File: src/gffra_pkg.sv
// shared types and constants for the grid first-fit region allocator
// no dependencies; used by the controller, the datapath and the top level
`timescale 1ns / 1ps

package gffra_pkg;

  localparam int GRID_COLS = 16;
  localparam int GRID_ROWS = 16;

  // column and row position widths
  localparam int XW = $clog2(GRID_COLS);
  localparam int YW = $clog2(GRID_ROWS);

  localparam logic KIND_ALLOC = 1'b0;
  localparam logic KIND_CLEAR = 1'b1;

  typedef enum logic [1:0] {
    ST_IDLE,
    ST_SCAN,
    ST_DONE
  } state_t;

  // controller to datapath
  typedef struct packed {
    logic load;
    logic step;
    logic mark;
  } dp_cmd_t;

  // datapath to controller
  typedef struct packed {
    logic trivial;
    logic hit;
    logic last_x;
  } dp_status_t;

endpackage

File: src/gffra_ctrl.sv
// controller state machine: request handshake, column scan sequencing, result handshake
// depends on gffra_pkg
`timescale 1ns / 1ps

module gffra_ctrl import gffra_pkg::*; (
  input  logic       clk,
  input  logic       rst,
  input  logic       req_valid,
  output logic       req_stall,
  output logic       rsp_valid,
  input  logic       rsp_stall,
  input  dp_status_t status,
  output dp_cmd_t    cmd
);

  state_t state;
  state_t state_next;

  always_ff @(posedge clk) begin
    if (rst) begin
      state <= ST_IDLE;
    end else begin
      state <= state_next;
    end
  end

  always_comb begin
    state_next = state;
    unique case (state)
      ST_IDLE: begin
        if (req_valid) begin
          state_next = status.trivial ? ST_DONE : ST_SCAN;
        end
      end
      ST_SCAN: begin
        if (status.hit || status.last_x) begin
          state_next = ST_DONE;
        end
      end
      ST_DONE: begin
        if (!rsp_stall) begin
          state_next = ST_IDLE;
        end
      end
      default: state_next = ST_IDLE;
    endcase
  end

  always_comb begin
    req_stall = 1'b1;
    rsp_valid = 1'b0;
    cmd       = '0;
    unique case (state)
      ST_IDLE: begin
        req_stall = 1'b0;
        cmd.load  = req_valid;
      end
      ST_SCAN: begin
        cmd.mark = status.hit;
        cmd.step = !status.hit && !status.last_x;
      end
      ST_DONE: begin
        rsp_valid = 1'b1;
      end
      default: ;
    endcase
  end

endmodule

File: src/gffra_dp.sv
// datapath: occupancy bitmap, column counter, per-column row fit search, result registers
// depends on gffra_pkg
`timescale 1ns / 1ps

module gffra_dp import gffra_pkg::*; (
  input  logic        clk,
  input  logic        rst,
  input  dp_cmd_t     cmd,
  input  logic        kind,
  input  logic [4:0]  width_blocks,
  input  logic [4:0]  height_blocks,
  output dp_status_t  status,
  output logic        placed,
  output logic [3:0]  x_block,
  output logic [3:0]  y_block
);

  logic [GRID_COLS-1:0]   rows [GRID_ROWS];
  logic [4:0]             w_req;
  logic [4:0]             h_req;
  logic [XW-1:0]          x_pos;

  logic [GRID_COLS-1:0]   col_mask;
  logic [GRID_ROWS-1:0]   row_free;
  logic [GRID_ROWS-1:0]   h_mask;
  logic [GRID_ROWS-1:0]   fit;
  logic [GRID_ROWS-1:0]   row_sel;
  logic [2*GRID_ROWS-1:0] free_ext;
  logic [2*GRID_ROWS-1:0] window;
  logic [YW-1:0]          hit_y;

  assign status.trivial = (kind == KIND_CLEAR) || (width_blocks == 5'd0) ||
                          (height_blocks == 5'd0) || (int'(width_blocks) > GRID_COLS) ||
                          (int'(height_blocks) > GRID_ROWS);
  assign status.last_x  = (int'(x_pos) + int'(w_req)) >= GRID_COLS;
  assign status.hit     = |fit;

  // columns covered by the rectangle at the current x
  always_comb begin
    for (int c = 0; c < GRID_COLS; c++) begin
      col_mask[c] = (c >= int'(x_pos)) && (c < int'(x_pos) + int'(w_req));
    end
  end

  always_comb begin
    for (int r = 0; r < GRID_ROWS; r++) begin
      row_free[r] = ~|(rows[r] & col_mask);
      h_mask[r]   = r < int'(h_req);
    end
  end

  // rows past the bottom read as blocked, so a fit never leaves the grid
  assign free_ext = {{GRID_ROWS{1'b0}}, row_free};

  always_comb begin
    window = '0;
    for (int y = 0; y < GRID_ROWS; y++) begin
      window = free_ext >> y;
      fit[y] = &(window[GRID_ROWS-1:0] | ~h_mask);
    end
  end

  // lowest fitting row wins
  always_comb begin
    hit_y = '0;
    for (int y = GRID_ROWS - 1; y >= 0; y--) begin
      if (fit[y]) begin
        hit_y = YW'(y);
      end
    end
  end

  always_comb begin
    for (int r = 0; r < GRID_ROWS; r++) begin
      row_sel[r] = (r >= int'(hit_y)) && (r < int'(hit_y) + int'(h_req));
    end
  end

  always_ff @(posedge clk) begin
    if (rst) begin
      for (int r = 0; r < GRID_ROWS; r++) begin
        rows[r] <= '0;
      end
    end else if (cmd.load && kind == KIND_CLEAR) begin
      for (int r = 0; r < GRID_ROWS; r++) begin
        rows[r] <= '0;
      end
    end else if (cmd.mark) begin
      for (int r = 0; r < GRID_ROWS; r++) begin
        if (row_sel[r]) begin
          rows[r] <= rows[r] | col_mask;
        end
      end
    end
  end

  always_ff @(posedge clk) begin
    if (cmd.load) begin
      w_req   <= width_blocks;
      h_req   <= height_blocks;
      x_pos   <= '0;
      placed  <= 1'b0;
      x_block <= '0;
      y_block <= '0;
    end else begin
      if (cmd.step) begin
        x_pos <= x_pos + XW'(1);
      end
      if (cmd.mark) begin
        placed  <= 1'b1;
        x_block <= 4'(x_pos);
        y_block <= 4'(hit_y);
      end
    end
  end

endmodule

File: src/grid_first_fit_region_allocator.sv
// top level of the grid first-fit region allocator
// depends on gffra_pkg, gffra_ctrl and gffra_dp
//
//   channel | handshake            | beat fields
//   --------+----------------------+-----------------------------------
//   req     | req_valid, req_stall | kind, width_blocks, height_blocks
//   rsp     | rsp_valid, rsp_stall | placed, x_block, y_block
//
// an allocate beat tries candidate columns x = 0 .. GRID_COLS - width in order,
// up to the first hit; the column scan checks every row of one column position in
// parallel and marks the area on a hit
// a clear beat or a zero or oversized size skips the scan; the result shows next cycle
// one beat is in flight at a time; req_stall is high from acceptance until the
// result beat is taken, and rsp_stall holds the result as long as needed
// reset empties the grid at once and leaves the block idle
`timescale 1ns / 1ps

module grid_first_fit_region_allocator import gffra_pkg::*; (
  input  logic       clk,
  input  logic       rst,
  input  logic       req_valid,
  output logic       req_stall,
  input  logic       kind,
  input  logic [4:0] width_blocks,
  input  logic [4:0] height_blocks,
  output logic       rsp_valid,
  input  logic       rsp_stall,
  output logic       placed,
  output logic [3:0] x_block,
  output logic [3:0] y_block
);

  dp_cmd_t    cmd;
  dp_status_t status;

  gffra_ctrl u_ctrl (
    .clk       (clk),
    .rst       (rst),
    .req_valid (req_valid),
    .req_stall (req_stall),
    .rsp_valid (rsp_valid),
    .rsp_stall (rsp_stall),
    .status    (status),
    .cmd       (cmd)
  );

  gffra_dp u_dp (
    .clk           (clk),
    .rst           (rst),
    .cmd           (cmd),
    .kind          (kind),
    .width_blocks  (width_blocks),
    .height_blocks (height_blocks),
    .status        (status),
    .placed        (placed),
    .x_block       (x_block),
    .y_block       (y_block)
  );

`ifndef NO_ASSERTIONS
  // no new request while a result is pending
  a_one_in_flight: assert property (@(posedge clk) disable iff (rst)
    rsp_valid |-> req_stall)
    else $error("request taken while result pending");

  // an accepted request closes the request side until its result is taken
  a_stall_after_accept: assert property (@(posedge clk) disable iff (rst)
    (req_valid && !req_stall) |=> req_stall)
    else $error("request side open right after accept");

  // failed or clear results report the origin
  a_fail_zero: assert property (@(posedge clk) disable iff (rst)
    (rsp_valid && !placed) |-> (x_block == 4'd0 && y_block == 4'd0))
    else $error("nonzero position on unplaced result");

  // the scan never issues step and mark together
  a_cmd_excl: assert property (@(posedge clk) disable iff (rst)
    !(cmd.step && cmd.mark))
    else $error("step and mark in the same cycle");
`endif

endmodule

File: config.mk
export PLATFORM = sky130hd
export DESIGN_NAME = grid_first_fit_region_allocator
export DESIGN_NICKNAME = d
export VERILOG_FILES = /design/src/gffra_pkg.sv /design/src/gffra_ctrl.sv /design/src/gffra_dp.sv /design/src/grid_first_fit_region_allocator.sv
export SDC_FILE = /design/constraint.sdc
export NUM_CORES = 1
export LEC_CHECK = 0
export BUFFER_PORTS_ARGS = -buffer_cell sky130_fd_sc_hd__buf_2
export CAP_MARGIN = 20
export CORE_ASPECT_RATIO = 0.75
export CORE_MARGIN = 3
export CORE_UTILIZATION = 40
export CTS_BUF_LIST = sky130_fd_sc_hd__clkbuf_16
export DETAILED_ROUTE_END_ITERATION = 12
export REMOVE_ABC_BUFFERS = 1
export SLEW_MARGIN = 30
export SYNTH_ARGS = -nofsm -noshare
export SYNTH_HDL_FRONTEND = slang
export SYNTH_SLANG_ARGS = --single-unit
export TNS_END_PERCENT = 10
File: constraint.sdc
create_clock -name clk -period 15.61 [get_ports clk]
set_clock_uncertainty 0.2 [all_clocks]
set_input_delay 3.122 -clock clk [delete_from_list [all_inputs] [get_ports clk]]
set_output_delay 3.122 -clock clk [all_outputs]
set_load 0.1 [all_outputs]
==> run_results.csv <==
group,metric,value,unit
cells_and_area,synthToLayoutAreaGrowth,10.14,%
critical_path,critical_path_class,"reg2reg",
floorplan,fp.dieW,233.3,um
floorplan,dieArea,0.04119,mm2
grt,antenna_found_initial,0,
critical_path,max_stage_delay,0.72,ns
synth,ys_seq_area_share,52.42,%
cells_and_area,layout-drive-gt1-share,11.77,%
cells_and_area,fillers,3554,
critical_path,cp_max_fo,19,
critical_path,arrival,11.42,ns
clocking,insertion_delay,0.57,ns
synth,syn_area_per_cell,10.71,um2
cells_and_area,post-route-util,45.39,%
synth,synthXorXnorAreaFrac,0.4438,%
floorplan,core-area,0.03763,mm2
floorplan,start_util,41.21,%
synth,ys_ff_latch,281,
placed_design,dpl.hpwl,34130,um
synth,yosysMostFrequentCell,"edfxtp_1",
synth,synthArstFlopShare,0,%
timing,final.min_clock_period,11.35,ns
detailed_routing,drtIter0Drc,1781,
clocking,ctsHtreeMaxLevel,1,
clocking,ctsResizeCount,0,
synth,synth.distinct_cells,93,
pwr,leakage,5.923,nW
synth,synth-simple-area-share,12.94,%
critical_path,crit_path_frequent_cell,"o22ai_1",
floorplan,rows,61,
detailed_routing,drt-vias-per-instance,6.639,
synth,synth_top_area_share,48.42,%
floorplan,pin_count,26,
synth,yosys.area.top_type,"edfxtp_1",
clocking,cts.sinks,281,
synth,synth-compound-area-share,28.57,%
clocking,post_cts.repair.setup_buffers,0,
status,status,"finished, final reports clean",
pwr,powerDensity,103.5,mW/mm2
placed_design,place_area,0.01618,mm2
timing,relSlewSlack,36.48,%
detailed_routing,top_layer,"met4",
clocking,cts_hold_buf,0,
synth,synth_edf_count,250,
detailed_routing,wl,51670,um
pwr,peakVddDrop,0.07375,mV
detailed_routing,drc,0,
synth,synth_mux_area_share,0.5810,%
critical_path,reg2reg_setup_slack,4.26,ns
grt,grt_use_total,24.68,%
grt,grt_pass1_wl,77450,um
synth,ys.flop_type,"edfxtp_1",
cells_and_area,fin_nets,1459,
critical_path,critPathSlowestCell,"o21ai_1",
synth,synthCells,1448,
cells_and_area,finalInstanceArea,0.01708,mm2
synth,synth_area_leaders,"edfxtp_1, o21a_1, dfxtp_1",
cells_and_area,antenna_cells,0,
detailed_routing,post_drt_wl_per_cell,26.40,um
placed_design,gp_congestion,0.9597,
clocking,path_clk_slew,0.06,ns
timing,period_share,72.69,%
clocking,cts_buffers,28,
timing,timing.setup.tns,0,ns
placed_design,io_buffers,25,
detailed_routing,num_vias,12993,
timing,layout_setup_ws,4.263,ns
min_path,hold_path.class,"reg2reg",
critical_path,crit_path_start_kind,"flop",
detailed_routing,dr_wl_met2,20650,um
timing,tightest_slew,0.9408,ns
grt,gr-total-overflow,0,
job,max_cap_viol_count,0,
timing,setup_viol,0,
grt,first_global_vias,12208,
timing,grt_setup_unrepaired,"false",
clocking,cts_max_path_buffers,3,
timing,finalHoldViolations,0,
floorplan,fp.dieH,176.5,um
synth,syn_area,0.01550,mm2
placed_design,pre_cts_slack,4.573,ns
synth,yosys_warnings,0,
detailed_routing,dr.pass1.iters,7,
grt,grt_max_degree,75,
clocking,root_buffer,"clkbuf_16",
detailed_routing,ant_nets,0,
synth,synth_common_cells,"edfxtp_1, o21a_1, o21ai_0",
critical_path,critPathCaptureType,"flop",
timing,max_freq,0.08813,GHz
synth,synth_top_family_by_area,"compound AO/OA/AOI/OAI gates",
synth,synthAdderAreaFrac,1.146,%
timing,slew_violations,0,
critical_path,cp_data_required_time,15.68,ns
detailed_routing,wl_met3,6284,um
detailed_routing,wl_met1,23800,um
clocking,cts_tree,"built",
==> state kept, by name, indices dropped and copies added (netlist names) <==
signal and count:
u_ctrl.state 2, u_dp.h_req 5, u_dp.placed 1, u_dp.rows 256, u_dp.w_req 5, u_dp.x_block 4, u_dp.x_pos 4, u_dp.y_block 4
==> worst max-delay path: cells and delay by family (launching register included) <==
kind            cells  cell delay, ns
buf+inv             4            0.79
xor+xnor            1            0.59
flops               1            0.45
fa+ha+maj           4            1.51
simple gates        9            3.74
compound gates     11            3.75
==> metrics by stage <==
stage / hold slack [ns] / cells / power (W)
after floorplan: 0.2408 / 1331 / 0.001023
after global placement: 0.2304 / 1903 / 0.001119
after detailed placement: 0.2347 / 1903 / 0.001117
after CTS: 0.2452 / 1955 / 0.001772
after global routing: 0.2614 / 1957 / 0.001826
final: 0.2404 / 1957 / 0.001768
==> metal layers <==
layer  up-vias  track usage [%]
met1      6429            38.89
met3        75            6.952
met4         0            4.718
li1       5727                -
met2       762            33.42
met5         -                0
==> layout by cell type, fill, tap and decap left out, types with 27 or more instances in the layout <==
master,count
o21a_1,130
o22ai_1,27
a22oi_1,35
buf_4,44
clkbuf_16,28
o21ai_0,109
nor3_1,43
nor2_1,106
nand2_1,70
inv_1,30
dfxtp_1,31
a21oi_1,84
edfxtp_1,250
==> power by group <==
group / total (W) / internal [W] / switching, W / leakage, nW
registers: 0.000882 / 0.000857 / 0.0000254 / 2.89
logic: 0.000229 / 0.0000599 / 0.000169 / 2.59
clock network: 0.000656 / 0.000359 / 0.000297 / 0.440
==> cell type report <==
type / count / area (um2) / share of cell area, %
Sequential cell: 281 / 8128 / 47.59
Multi-Input combinational cell: 1023 / 6877 / 40.27
Clock buffer: 28 / 700.7 / 4.103
Tap cell: 504 / 630.6 / 3.693
Timing Repair Buffer: 70 / 466.7 / 2.733
Clock inverter: 24 / 171.4 / 1.004
Inverter: 27 / 103.9 / 0.6081
==> cells by family (layout without fill, tap and decap cells) <==
group | after synthesis | in the layout
DFF | 281 | 281
and+or+nand+nor | 378 | 378
adders and majority gates | 13 | 13
xor gates and xnor gates | 7 | 7
muxes | 9 | 9
buffers and inverters | 144 | 149
AOI/OAI and AO/OA | 616 | 616
==> worst paths after layout <==
kind                                     from                end  cells past startpoint
worst min-delay path              u_dp.placed        u_dp.placed                      2
worst max register to register  u_dp.x_pos[0]  u_dp.rows[0][237]                     29
worst min register to register    u_dp.placed        u_dp.placed                      2
worst max-delay path            u_dp.x_pos[0]  u_dp.rows[0][237]                     29
Power figures use the tool's default switching activity.
